File: config.mk
export PLATFORM = sky130hd
export DESIGN_NAME = pwm_capture_duty_frequency_flat
export DESIGN_NICKNAME = d
export VERILOG_FILES = /design/src/rtl/core/pcdf_pkg.sv /design/src/rtl/core/pcdf_if.sv /design/src/rtl/core/pwm_capture_duty_frequency.sv /design/src/rtl/core/pcdf_front.sv /design/src/rtl/core/pcdf_fifo.sv /design/src/rtl/core/pcdf_back.sv /design/src/flat_wrapper.sv
export SDC_FILE = /design/constraint.sdc
export NUM_CORES = 1
export LEC_CHECK = 0
export BUFFER_PORTS_ARGS = -buffer_cell sky130_fd_sc_hd__buf_2
export CAP_MARGIN = 5
export CORE_MARGIN = 8
export CORE_UTILIZATION = 63
export CTS_BUF_LIST = sky130_fd_sc_hd__clkbuf_2 sky130_fd_sc_hd__clkbuf_4 sky130_fd_sc_hd__clkbuf_8
export DETAILED_ROUTE_END_ITERATION = 10
export HOLD_SLACK_MARGIN = 0.05
export PLACE_DENSITY = 0.81
export SYNTH_ARGS = -nofsm -noshare
export SYNTH_HDL_FRONTEND = slang
export SYNTH_HIERARCHICAL = 1
export SYNTH_SLANG_ARGS = --single-unit
File: constraint.sdc
create_clock -name clk -period 13.45 [get_ports clk]
set_input_delay 0.6725 -clock clk [delete_from_list [all_inputs] [get_ports clk]]
set_output_delay 0.6725 -clock clk [all_outputs]
set_load 0.02 [all_outputs]
File: src/rtl/core/pcdf_pkg.sv
`timescale 1ns / 1ps
package pcdf_pkg;

  localparam int CNT_W      = 16;            // capture counter width
  localparam int PER_W      = CNT_W + 1;     // high + low without wrap
  localparam int CLK_W      = 24;            // timer clock register width
  localparam int DUTY_W     = 7;
  localparam int SCALED_W   = CNT_W + DUTY_W;
  localparam int DIV_STEPS  = CLK_W;         // one quotient bit per cycle
  localparam int STEP_W     = $clog2(DIV_STEPS);
  localparam int FIFO_DEPTH = 2;
  localparam int FPTR_W     = $clog2(FIFO_DEPTH);
  localparam int FCNT_W     = $clog2(FIFO_DEPTH + 1);

  localparam logic [CLK_W-1:0]  CLK_RESET = CLK_W'(8000000);
  localparam logic [DUTY_W-1:0] PCT_SCALE = DUTY_W'(100);

  // job handed from the capture front end to the arithmetic back end
  typedef struct packed {
    logic             calc;              // period complete, divide
    logic             next_edge_rising;
    logic             measuring;
    logic [CNT_W-1:0] high;
    logic [PER_W-1:0] period;
  } pcdf_job_t;

endpackage

File: src/rtl/core/pcdf_if.sv
`timescale 1ns / 1ps
interface pcdf_in_if
  import pcdf_pkg::*;
  ();
  logic             valid;
  logic             ready;
  logic             kind;
  logic [CNT_W-1:0] capture_time;

  modport source (output valid, output kind, output capture_time, input ready);
  modport sink   (input valid, input kind, input capture_time, output ready);
endinterface

interface pcdf_out_if
  import pcdf_pkg::*;
  ();
  logic              valid;
  logic              ready;
  logic              next_edge_rising;
  logic              measuring;
  logic              result_valid;
  logic              zero_period;
  logic [DUTY_W-1:0] duty_percent;
  logic [CLK_W-1:0]  frequency_hz;

  modport source (output valid, output next_edge_rising, output measuring,
                  output result_valid, output zero_period, output duty_percent,
                  output frequency_hz, input ready);
  modport sink   (input valid, input next_edge_rising, input measuring,
                  input result_valid, input zero_period, input duty_percent,
                  input frequency_hz, output ready);
endinterface

File: src/rtl/core/pwm_capture_duty_frequency.sv
`timescale 1ns / 1ps
// Channel   Dir  Handshake        Payload
// in_chan   in   valid / ready    kind, capture_time
// out_chan  out  valid / ready    next_edge_rising, measuring, result_valid,
//                                 zero_period, duty_percent, frequency_hz
// cfg_*     in   cfg_we           cfg_wdata = timer_clock_hz
//
// Start and the first two captures pass through the job queue and the output
// register. The period-closing capture also runs through the restoring
// dividers (one quotient bit per cycle for duty and frequency in parallel).
// The front end keeps accepting into a 2-entry job queue while the back end
// divides; a stalled output holds its register and backs up the queue.
// Synchronous active-low reset; no clearing pass.
module pwm_capture_duty_frequency
  import pcdf_pkg::*;
(
  input  logic             clk,
  input  logic             rst_n,
  pcdf_in_if.sink          in_chan,
  pcdf_out_if.source       out_chan,
  input  logic             cfg_we,
  input  logic [CLK_W-1:0] cfg_wdata
);

  logic [CLK_W-1:0] clk_hz_r;
  logic             fj_valid, fj_ready, bj_valid, bj_ready;
  pcdf_job_t        fj, bj;

  always_ff @(posedge clk) begin
    if (!rst_n) begin
      clk_hz_r <= CLK_RESET;
    end else if (cfg_we) begin
      clk_hz_r <= cfg_wdata;
    end
  end

  pcdf_front u_front (
    .clk       (clk),
    .rst_n     (rst_n),
    .in_chan   (in_chan),
    .job_valid (fj_valid),
    .job_ready (fj_ready),
    .job       (fj)
  );

  pcdf_fifo u_fifo (
    .clk      (clk),
    .rst_n    (rst_n),
    .wr_valid (fj_valid),
    .wr_ready (fj_ready),
    .wr_data  (fj),
    .rd_valid (bj_valid),
    .rd_ready (bj_ready),
    .rd_data  (bj)
  );

  pcdf_back u_back (
    .clk            (clk),
    .rst_n          (rst_n),
    .timer_clock_hz (clk_hz_r),
    .job_valid      (bj_valid),
    .job_ready      (bj_ready),
    .job            (bj),
    .out_chan       (out_chan)
  );

  a_done_not_measuring: assert property (@(posedge clk) disable iff (!rst_n)
    out_chan.valid && out_chan.result_valid |-> !out_chan.measuring)
    else $error("completed measurement flagged as still measuring");

  a_zero_period_clear: assert property (@(posedge clk) disable iff (!rst_n)
    out_chan.valid && out_chan.zero_period |->
      out_chan.duty_percent == '0 && out_chan.frequency_hz == '0)
    else $error("zero period with nonzero results");

  a_duty_range: assert property (@(posedge clk) disable iff (!rst_n)
    out_chan.valid |-> out_chan.duty_percent <= PCT_SCALE)
    else $error("duty above full scale");

  a_calc_job_complete: assert property (@(posedge clk) disable iff (!rst_n)
    fj_valid && fj_ready && fj.calc |-> !fj.measuring && fj.next_edge_rising)
    else $error("period job with wrong edge or measuring flag");

endmodule

File: src/rtl/core/pcdf_front.sv
`timescale 1ns / 1ps
module pcdf_front
  import pcdf_pkg::*;
(
  input  logic      clk,
  input  logic      rst_n,
  pcdf_in_if.sink   in_chan,
  output logic      job_valid,
  input  logic      job_ready,
  output pcdf_job_t job
);

  typedef enum logic [3:0] {
    PH_RISE1 = 4'b0001,
    PH_FALL  = 4'b0010,
    PH_RISE2 = 4'b0100,
    PH_IDLE  = 4'b1000
  } phase_t;

  phase_t           phase_r, phase_nxt;
  logic [CNT_W-1:0] rise_r, rise_nxt;
  logic [CNT_W-1:0] fall_r, fall_nxt;
  logic [CNT_W-1:0] high, low;
  logic             accept;

  assign in_chan.ready = job_ready;
  assign job_valid     = in_chan.valid;
  assign accept        = in_chan.valid & job_ready;

  // modular differences of the counter
  assign high = fall_r - rise_r;
  assign low  = in_chan.capture_time - fall_r;

  always_comb begin
    phase_nxt            = phase_r;
    rise_nxt             = rise_r;
    fall_nxt             = fall_r;
    job.calc             = 1'b0;
    job.next_edge_rising = 1'b1;
    job.measuring        = 1'b0;
    job.high             = high;
    job.period           = {1'b0, high} + {1'b0, low};
    if (!in_chan.kind) begin
      phase_nxt     = PH_RISE1;
      job.measuring = 1'b1;
    end else begin
      case (phase_r)
        PH_RISE1: begin
          rise_nxt             = in_chan.capture_time;
          phase_nxt            = PH_FALL;
          job.next_edge_rising = 1'b0;
          job.measuring        = 1'b1;
        end
        PH_FALL: begin
          fall_nxt      = in_chan.capture_time;
          phase_nxt     = PH_RISE2;
          job.measuring = 1'b1;
        end
        PH_RISE2: begin
          phase_nxt = PH_IDLE;
          job.calc  = 1'b1;
        end
        default: begin
          // capture while not armed changes no state and gives a job without a result
        end
      endcase
    end
  end

  always_ff @(posedge clk) begin
    if (!rst_n) begin
      phase_r <= PH_IDLE;
      rise_r  <= '0;
      fall_r  <= '0;
    end else if (accept) begin
      phase_r <= phase_nxt;
      rise_r  <= rise_nxt;
      fall_r  <= fall_nxt;
    end
  end

endmodule

File: src/rtl/core/pcdf_fifo.sv
`timescale 1ns / 1ps
module pcdf_fifo
  import pcdf_pkg::*;
(
  input  logic      clk,
  input  logic      rst_n,
  input  logic      wr_valid,
  output logic      wr_ready,
  input  pcdf_job_t wr_data,
  output logic      rd_valid,
  input  logic      rd_ready,
  output pcdf_job_t rd_data
);

  pcdf_job_t         mem [FIFO_DEPTH];
  logic [FPTR_W-1:0] wr_ptr_r, wr_ptr_nxt;
  logic [FPTR_W-1:0] rd_ptr_r, rd_ptr_nxt;
  logic [FCNT_W-1:0] count_r, count_nxt;
  logic              push, pop;

  assign wr_ready = (count_r != FCNT_W'(FIFO_DEPTH));
  assign rd_valid = (count_r != '0);
  assign rd_data  = mem[rd_ptr_r];
  assign push     = wr_valid & wr_ready;
  assign pop      = rd_valid & rd_ready;

  always_comb begin
    wr_ptr_nxt = push ? wr_ptr_r + 1'b1 : wr_ptr_r;
    rd_ptr_nxt = pop  ? rd_ptr_r + 1'b1 : rd_ptr_r;
    count_nxt  = count_r;
    if (push && !pop) begin
      count_nxt = count_r + 1'b1;
    end else if (pop && !push) begin
      count_nxt = count_r - 1'b1;
    end
  end

  always_ff @(posedge clk) begin
    if (push) begin
      mem[wr_ptr_r] <= wr_data;
    end
  end

  always_ff @(posedge clk) begin
    if (!rst_n) begin
      wr_ptr_r <= '0;
      rd_ptr_r <= '0;
      count_r  <= '0;
    end else begin
      wr_ptr_r <= wr_ptr_nxt;
      rd_ptr_r <= rd_ptr_nxt;
      count_r  <= count_nxt;
    end
  end

endmodule

File: src/rtl/core/pcdf_back.sv
`timescale 1ns / 1ps
module pcdf_back
  import pcdf_pkg::*;
(
  input  logic             clk,
  input  logic             rst_n,
  input  logic [CLK_W-1:0] timer_clock_hz,
  input  logic             job_valid,
  output logic             job_ready,
  input  pcdf_job_t        job,
  pcdf_out_if.source       out_chan
);

  typedef enum logic [2:0] {
    ST_IDLE = 3'b001,
    ST_DIV  = 3'b010,
    ST_DONE = 3'b100
  } state_t;

  state_t            state_r, state_nxt;
  logic [STEP_W-1:0] step_r, step_nxt;
  logic [PER_W-1:0]  period_r, period_nxt;
  // two restoring dividers run side by side: duty and frequency
  logic [CLK_W-1:0]  qd_r, qd_nxt, qf_r, qf_nxt;
  logic [PER_W-1:0]  rd_r, rd_nxt, rf_r, rf_nxt;
  logic [PER_W:0]    td, tf, thr;
  logic              ged, gef;
  logic [SCALED_W-1:0] scaled;
  logic [DUTY_W:0]   duty_sum;
  logic [DUTY_W-1:0] duty;
  logic              out_free, take;

  logic              ov_r, ov_nxt;
  logic              o_rise_r, o_rise_nxt, o_meas_r, o_meas_nxt;
  logic              o_res_r, o_res_nxt, o_zero_r, o_zero_nxt;
  logic [DUTY_W-1:0] o_duty_r, o_duty_nxt;
  logic [CLK_W-1:0]  o_freq_r, o_freq_nxt;

  assign out_free  = !ov_r || out_chan.ready;
  assign job_ready = (state_r == ST_IDLE) && (job.calc || out_free);
  assign take      = job_valid && job_ready;
  assign scaled    = job.high * PCT_SCALE;

  assign td  = {rd_r, qd_r[CLK_W-1]};
  assign tf  = {rf_r, qf_r[CLK_W-1]};
  assign ged = (td >= {1'b0, period_r});
  assign gef = (tf >= {1'b0, period_r});

  // round up when remainder >= period/2 + period/8, clip at full scale
  assign thr      = {2'b00, period_r[PER_W-1:1]} + {4'b0000, period_r[PER_W-1:3]};
  assign duty_sum = {1'b0, qd_r[DUTY_W-1:0]} + {{DUTY_W{1'b0}}, ({1'b0, rd_r} >= thr)};
  assign duty     = (duty_sum > {1'b0, PCT_SCALE}) ? PCT_SCALE : duty_sum[DUTY_W-1:0];

  always_comb begin
    state_nxt  = state_r;
    step_nxt   = step_r;
    period_nxt = period_r;
    qd_nxt     = qd_r;
    qf_nxt     = qf_r;
    rd_nxt     = rd_r;
    rf_nxt     = rf_r;
    ov_nxt     = ov_r && !out_chan.ready;
    o_rise_nxt = o_rise_r;
    o_meas_nxt = o_meas_r;
    o_res_nxt  = o_res_r;
    o_zero_nxt = o_zero_r;
    o_duty_nxt = o_duty_r;
    o_freq_nxt = o_freq_r;
    case (state_r)
      ST_IDLE: begin
        if (take) begin
          if (job.calc) begin
            period_nxt = job.period;
            qd_nxt     = CLK_W'(scaled);
            qf_nxt     = timer_clock_hz;
            rd_nxt     = '0;
            rf_nxt     = '0;
            step_nxt   = '0;
            state_nxt  = ST_DIV;
          end else begin
            ov_nxt     = 1'b1;
            o_rise_nxt = job.next_edge_rising;
            o_meas_nxt = job.measuring;
            o_res_nxt  = 1'b0;
            o_zero_nxt = 1'b0;
            o_duty_nxt = '0;
            o_freq_nxt = '0;
          end
        end
      end
      ST_DIV: begin
        qd_nxt   = {qd_r[CLK_W-2:0], ged};
        qf_nxt   = {qf_r[CLK_W-2:0], gef};
        rd_nxt   = ged ? PER_W'(td - {1'b0, period_r}) : td[PER_W-1:0];
        rf_nxt   = gef ? PER_W'(tf - {1'b0, period_r}) : tf[PER_W-1:0];
        step_nxt = step_r + 1'b1;
        if (step_r == STEP_W'(DIV_STEPS - 1)) begin
          state_nxt = ST_DONE;
        end
      end
      ST_DONE: begin
        if (out_free) begin
          ov_nxt     = 1'b1;
          o_rise_nxt = 1'b1;
          o_meas_nxt = 1'b0;
          o_res_nxt  = 1'b1;
          if (period_r == '0) begin
            o_zero_nxt = 1'b1;
            o_duty_nxt = '0;
            o_freq_nxt = '0;
          end else begin
            o_zero_nxt = 1'b0;
            o_duty_nxt = duty;
            o_freq_nxt = qf_r;
          end
          state_nxt = ST_IDLE;
        end
      end
      default: begin
        state_nxt = ST_IDLE;
      end
    endcase
  end

  always_ff @(posedge clk) begin
    if (!rst_n) begin
      state_r <= ST_IDLE;
      ov_r    <= 1'b0;
    end else begin
      state_r <= state_nxt;
      ov_r    <= ov_nxt;
    end
  end

  always_ff @(posedge clk) begin
    step_r   <= step_nxt;
    period_r <= period_nxt;
    qd_r     <= qd_nxt;
    qf_r     <= qf_nxt;
    rd_r     <= rd_nxt;
    rf_r     <= rf_nxt;
    o_rise_r <= o_rise_nxt;
    o_meas_r <= o_meas_nxt;
    o_res_r  <= o_res_nxt;
    o_zero_r <= o_zero_nxt;
    o_duty_r <= o_duty_nxt;
    o_freq_r <= o_freq_nxt;
  end

  assign out_chan.valid            = ov_r;
  assign out_chan.next_edge_rising = o_rise_r;
  assign out_chan.measuring        = o_meas_r;
  assign out_chan.result_valid     = o_res_r;
  assign out_chan.zero_period      = o_zero_r;
  assign out_chan.duty_percent     = o_duty_r;
  assign out_chan.frequency_hz     = o_freq_r;

endmodule
File: src/flat_wrapper.sv
// flat-port wrapper written by rule: the top's interface ports become plain ports
module pwm_capture_duty_frequency_flat import pcdf_pkg::*;
  (clk, rst_n, cfg_we, cfg_wdata, in_chan_valid, in_chan_kind, in_chan_capture_time, in_chan_ready, out_chan_valid, out_chan_next_edge_rising, out_chan_measuring, out_chan_result_valid, out_chan_zero_period, out_chan_duty_percent, out_chan_frequency_hz, out_chan_ready);
  pcdf_in_if in_chan_i ();
  pcdf_out_if out_chan_i ();
  input  logic clk;
  input  logic rst_n;
  input  logic cfg_we;
  input  logic [CLK_W-1:0] cfg_wdata;
  input wire logic [$bits(in_chan_i.valid)-1:0] in_chan_valid;
  input wire logic [$bits(in_chan_i.kind)-1:0] in_chan_kind;
  input wire logic [$bits(in_chan_i.capture_time)-1:0] in_chan_capture_time;
  output wire logic [$bits(in_chan_i.ready)-1:0] in_chan_ready;
  output wire logic [$bits(out_chan_i.valid)-1:0] out_chan_valid;
  output wire logic [$bits(out_chan_i.next_edge_rising)-1:0] out_chan_next_edge_rising;
  output wire logic [$bits(out_chan_i.measuring)-1:0] out_chan_measuring;
  output wire logic [$bits(out_chan_i.result_valid)-1:0] out_chan_result_valid;
  output wire logic [$bits(out_chan_i.zero_period)-1:0] out_chan_zero_period;
  output wire logic [$bits(out_chan_i.duty_percent)-1:0] out_chan_duty_percent;
  output wire logic [$bits(out_chan_i.frequency_hz)-1:0] out_chan_frequency_hz;
  input wire logic [$bits(out_chan_i.ready)-1:0] out_chan_ready;
  assign in_chan_i.valid = in_chan_valid;
  assign in_chan_i.kind = in_chan_kind;
  assign in_chan_i.capture_time = in_chan_capture_time;
  assign in_chan_ready = in_chan_i.ready;
  assign out_chan_valid = out_chan_i.valid;
  assign out_chan_next_edge_rising = out_chan_i.next_edge_rising;
  assign out_chan_measuring = out_chan_i.measuring;
  assign out_chan_result_valid = out_chan_i.result_valid;
  assign out_chan_zero_period = out_chan_i.zero_period;
  assign out_chan_duty_percent = out_chan_i.duty_percent;
  assign out_chan_frequency_hz = out_chan_i.frequency_hz;
  assign out_chan_i.ready = out_chan_ready;
  pwm_capture_duty_frequency u_core (.clk(clk), .rst_n(rst_n), .in_chan(in_chan_i), .out_chan(out_chan_i), .cfg_we(cfg_we), .cfg_wdata(cfg_wdata));
endmodule
# After elaboration in Yosys (flattened, before gate mapping)
# Memory sizes are Yosys's and may differ from the RTL's. A register that Yosys moved wholly into a read port is not among the register bits.
# Index checks and enable logic that the tools add are counted.
# classes
n_div	0
muxes	62
addsub	12
bitwise_logic	2
n_lt_le_gt_ge	4
n_reduce_logical	24
multipliers	1
eq_ne	14
shift	0
# ops
cell	n
$mux W24	8
$pmux W24 S2	3
$mux W17	4
$pmux W17 S2	2
$ge A18 B17 Y1	2
$mux W7	5
$sub A17 B17 Y17	2
$sub A16 B16 Y16	2
$mul A16 B5 Y21 const B	1
$mux W1	21
$add A16 B14 Y17	1
$add A16 B16 Y17	1
$ge A17 B17 Y1	1
$logic_not A17 Y1	1
$pmux W7 S2	1
$mux W3	4
$ne A2 B2 Y1 const B	6
$pmux W4 S3	1
$reduce_and A3 Y1	4
$mux W5	2
$pmux W1 S2	5
$pmux W5 S2	1
$pmux W3 S3	1
$add A7 B1 Y8	1
23 further kinds	39
# totals
mem_bits_rw	72
register_bits	207
elab_cells	141
latch_bits	0
memories	1
rom_bits	0
# memory_table
memory	depth	width	read_ports	rd_ports_with_merged_regs	write_ports	line_no	text
u_core.u_fifo.mem	2	36	1	1	1	pcdf_fifo.sv:15	pcdf_job_t mem [FIFO_DEPTH];

# Logic depth before layout (Yosys ltp)
# depth
depth_word	8
depth_mapped	25
ltp_nobuf	25

# Hierarchy
# Netlist, hierarchy kept.
# modules_own_cells
module	instances	cells_each	seq_area_each_um2	area_each_um2
pcdf_back	1	1049	4254.1	10284.9
pcdf_front	1	438	720.7	3717.3
pcdf_fifo	1	136	2262.2	2832.7
pwm_capture_duty_frequency	1	77	480.5	912.1

# Least setup slack after synthesis
# OpenSTA, ideal clock, no wires.
# synth_path
path_kind	register -> register
startpoint	reg u_core.u_back.period_r[1]
endpoint	reg u_core.u_back.o_duty_r[2] (netlist: u_core/u_back/out_chan.duty_percent[2]) (data pin)
setup_time_ns	0.255
t_arrival_ns	4.860
slack_ns	8.335
n_path_buf	0
t_required_ns	13.195
path_stages_with_launch	26
cell_sequence	edfxtp_1 ha_1 fa_1 a21o_1 a211oi_1 nor2_1 o21ai_0 nand2b_1 a21oi_1 xor2_1 ha_1 and4_1 a221o_1 nand2_1 o211ai_1 a311oi_1 o21ai_0 ha_1 ha_1 o31ai_1 nand2_1 o221ai_1 o21ai_0 a21oi_1 o21ai_0 and2_1
# synth_between
elab_chain_len	8
# synth_lines
item	line_no	text
start: declaration	pcdf_back.sv:22	logic [PER_W-1:0] period_r, period_nxt;
start signal: assignment	pcdf_back.sv:137	period_r <= period_nxt;
$add A16 B14 Y17	pcdf_back.sv:50	assign thr = {2'b00, period_r[PER_W-1:1]} + {4'b0000, period_r[PER_W-1:3]};
$ge A17 B17 Y1	pcdf_back.sv:51	assign duty_sum = {1'b0, qd_r[DUTY_W-1:0]} + {{DUTY_W{1'b0}}, ({1'b0, rd_r} >= thr)};
$add A7 B1 Y8	pcdf_back.sv:51	
named net u_core.u_back.duty_sum[1]	pcdf_back.sv:29	logic [DUTY_W:0] duty_sum;
$gt A8 B7 Y1	pcdf_back.sv:52	assign duty = (duty_sum > {1'b0, PCT_SCALE}) ? PCT_SCALE : duty_sum[DUTY_W-1:0];
$mux W7	pcdf_back.sv:52	
$mux W7	pcdf_back.sv:107	if (period_r == '0) begin
$mux W7	pcdf_back.sv:102	if (out_free) begin
$pmux W7 S2	pcdf_back.sv:69	case (state_r)
end signal: assignment	pcdf_back.sv:146	o_duty_r <= o_duty_nxt;
end: declaration	pcdf_back.sv:36	logic [DUTY_W-1:0] o_duty_r, o_duty_nxt;
# The timed path passes the listed nets, and every way through them passes these cells. The select of a mux whose other input is x is not followed.
# A chain may end at the register's enable or synchronous reset.

# Final worst setup path
# Same ends and word-level chain as after synthesis.

==> impl_metrics.json <==
{
  "status": "finished, final reports clean",
  "cp_max_fo": 5,
  "min_path_cells": 3,
  "ys_seq_area_frac": 0.435,
  "hold_buffers": 0,
  "ir_worst_vdd_mv": 0.136,
  "rows": 61,
  "period_share": 0.426,
  "layout-drive-gt1-share": 0.144,
  "synthCells": 1700,
  "grt_pass1_wl_um": 62000,
  "p_leak_uw": 0.00830,
  "synth_flop_cell": "edfxtp_1",
  "cp.required_ns": 13.76,
  "cts_tree": "done",
  "fin_crit_ns": 5.73,
  "min_path_type": "input port to flip-flop",
  "clockBufferDepth": 3,
  "ys_warn_count": 6,
  "dr.first_iter.drc_count": 833,
  "vias": 12800,
  "max_slew_margin": 0.307,
  "fp.dieW_um": 184,
  "timing.rr.end": "u_core/u_back/out_chan.duty_percent[2]",
  "post_cts_resized": 0,
  "grt_util_all_layers": 0.224,
  "cts_buffers": 49,
  "wl_um": 38100,
  "synth_edf_count": 211,
  "min_from": "cfg_wdata[17]",
  "reg2reg_slack_ns": 7.72,
  "synthXorXnorAreaFrac": 0.0425,
  "synth.area.mux_share": 0.0533,
  "grt_overflow": 0,
  "antenna_found_initial": 1,
  "wl_per_cell_um": 17.2,
  "cap_violations": 0,
  "clockRootBuffer": "clkbuf_8",
  "rsz0062_at_grt": "no",
  "startpoint_type": "flip-flop",
  "clk_pin_slew_ns": 0.06,
  "netlist_area_sq_mm": 0.0177,
  "port_buffers": 82,
  "slew_viol_final": 0,
  "die_area_sq_mm": 0.0338,
  "synth_fp_nets": 1930,
  "dp_hpwl_um": 27700,
  "area_growth_pct": 9.87,
  "post_cts_buffers": 0,
  "drtAntennaViolNets": 0,
  "cts_max_level": 2,
  "max_slew.worst_pin.slew_ns": 1.04,
  "fin_hold_ws_ns": 0.354,
  "synth_top_family_by_area": "simple AND/OR/NAND/NOR gates",
  "cp-end-kind": "flip-flop",
  "clk_latency_ns": 0.56,
  "fin_skew_ns": 0.0327,
  "vias_per_cell": 5.79,
  "fmax_mhz": 175,
  "die_h_um": 184,
  "synth_compound_area_frac": 0.141,
  "synth-simple-area-share": 0.148,
  "hold_viol_final": 0,
  "antennaDiodeCount": 0,
  "setup_violations": 0,
  "drc": 0,
  "start_util": 0.639,
  "synth-async-reset-ratio": 0,
  "p_per_area_mw_per_mm2": 218,
  "ys_ff_latch": 280,
  "reg2reg_depth": 25,
  "critPathKind": "flip-flop to flip-flop",
  "layout.nets": 2025,
  "globalplace.congestion": 0.896,
  "whs_endpoint": "u_core/clk_hz_r[17]",
  "io_pins": 83,
  "r2r_start": "u_core/u_back/period_r[1]",
  "fin_setup_tns_ns": 0,
  "grt_max_degree": 72,
  "grt_pass1_vias": 12800,
  "dr.pass1.iters": 5,
  "cp.arrival_ns": 6.04,
  "synthDistinctLibCells": 99,
  "synth_fa_ha_area_frac": 0.138,
  "syn_avg_cell_area_sq_um": 10.4,
  "clkSinkCount": 280,
  "core_region_area_sq_mm": 0.0278
}
[logic make-up (layout without fill, tap and decap cells)]
group                      after synthesis  after routing
AOI/OAI and AO/OA                      359            359
xor gates and xnor gates                81             81
adders and majority gates              185            185
buffers and inverters                  184            319
DFF                                    280            280
muxes                                   90             90
and+or+nand+nor                        521            521
[cells in the mapped netlist, drive strengths merged, types with 30 or more instances]
cell type	n	area [sq um]
dfxtp	69	1380
and3	39	244
nor2	76	285
a21oi	99	499
mux2	36	405
xnor2	49	455
xor2	32	299
nor2b	64	408
nand2	186	698
nor3	30	150
a21o	39	293
inv	135	507
edfxtp	211	6340
ha	167	2090
o21ai	75	394
mux2i	54	541
[stage by stage]
stage / instance area [sq um] / total power (uW) / cells / setup WS [ns] / util
2_1_floorplan: 17700 / 2960 / 1700 / 8.34 / -
3_3_place_gp: 18500 / 3350 / 2122 / 7.87 / 0.665
3_5_place_dp: 18500 / 3420 / 2122 / 7.80 / 0.665
4_1_cts: 19500 / 4250 / 2213 / 7.76 / 0.702
5_1_grt: 19500 / 4570 / 2213 / 7.32 / 0.702
6_report: 19500 / 4240 / 2213 / 7.72 / 0.702
[cells in the final DEF (no fill, tap or decap), types with 11 or more instances in the layout]
cell / instances
o21a_1: 20
a211oi_1: 21
dfxtp_1: 69
xor2_1: 31
nor2_1: 75
a21oi_1: 98
clkbuf_4: 20
nand2b_1: 16
o21ai_0: 69
fa_1: 17
nor3_1: 28
nor2b_1: 63
and2_1: 20
a21o_1: 39
mux2i_1: 54
mux2_2: 36
buf_4: 11
nand3_1: 25
nand2_1: 185
clkbuf_8: 53
inv_1: 135
ha_1: 167
and3_1: 39
edfxtp_1: 211
buf_2: 82
xnor2_1: 47
o21bai_1: 12
[power breakdown]
| part | internal [uW] | leakage, uW | switching, uW |
|---|---|---|---|
| Combinational | 886 | 0.00522 | 1250 |
| Sequential | 1220 | 0.00254 | 91.5 |
| Clock | 457 | 0.000543 | 340 |
| Total | 2560 | 0.00830 | 1680 |
[worst max-delay path by stage]
stage | start | slack, ns | cells past startpoint | endpoint
4_1_cts | u_core/u_back/period_r[1] | 7.76 | 25 | u_core/u_back/out_chan.duty_percent[2]
3_3_place_gp | u_core/u_back/period_r[1] | 7.87 | 25 | u_core/u_back/out_chan.duty_percent[2]
6_report | u_core/u_back/period_r[1] | 7.72 | 25 | u_core/u_back/out_chan.duty_percent[2]
5_1_grt | u_core/u_back/period_r[1] | 7.32 | 25 | u_core/u_back/out_chan.duty_percent[2]
2_1_floorplan | u_core/u_back/period_r[1] | 8.34 | 25 | u_core/u_back/out_chan.duty_percent[2]
3_5_place_dp | u_core/u_back/period_r[1] | 7.80 | 25 | u_core/u_back/out_chan.duty_percent[2]
[routing by layer]
| metal | vias up | part of all wire | global-route usage | routed length (um) |
|---|---|---|---|---|
| met5 | - | 0.00034 | 0 | 13 |
| met4 | 2 | 0.028 | 0.0810 | 1070 |
| met3 | 81 | 0.053 | 0.0381 | 2020 |
| met2 | 324 | 0.50 | 0.400 | 19100 |
| met1 | 6068 | 0.42 | 0.267 | 15900 |
| li1 | 6337 | - | - | - |
[final cells by class]
type | instances | area, sq um
multi-input combinational | 1236 | 9300
fill | 2075 | 8280
sequential | 280 | 7720
clock buffer | 73 | 880
inverter | 135 | 507
timing repair buffer | 93 | 493
tap | 378 | 473
clock inverter | 18 | 133
[critical path, cell delays in order, from the launching register on]
cell	delay, ns
edfxtp_1	0.47
ha_1	0.29
fa_1	0.41
a21o_1	0.19
a211oi_1	0.30
o31ai_1	0.18
o21ai_0	0.26
nand2b_1	0.09
a211o_1	0.30
nand2_1	0.07
ha_1	0.24
and4_1	0.22
nand3_1	0.10
nor3_1	0.06
o21a_1	0.16
a311oi_1	0.24
o21ai_0	0.17
ha_1	0.23
ha_1	0.31
o31ai_1	0.25
nand2_1	0.09
o221ai_1	0.16
o21ai_0	0.11
a21oi_1	0.30
o21ai_0	0.13
and2_1	0.17
[sequential cells by signal, summed over array words and instances, names as in the netlist, 5 cells and up, named ones only]
| register | count |
|---|---|
| u_core/u_back/out_chan.duty_percent | 7 |
| u_core/u_fifo/mem | 72 |
| u_core/u_back/qd_r | 24 |
| u_core/u_back/period_r | 17 |
| u_core/u_back/out_chan.frequency_hz | 24 |
| u_core/u_front/fall_r | 16 |
| u_core/u_back/rd_r | 17 |
| u_core/clk_hz_r | 24 |
| u_core/u_back/rf_r | 17 |
| u_core/u_back/qf_r | 24 |
| u_core/u_front/rise_r | 16 |
| u_core/u_back/step_r | 5 |
No activity file was read; power rests on OpenSTA's default activity.
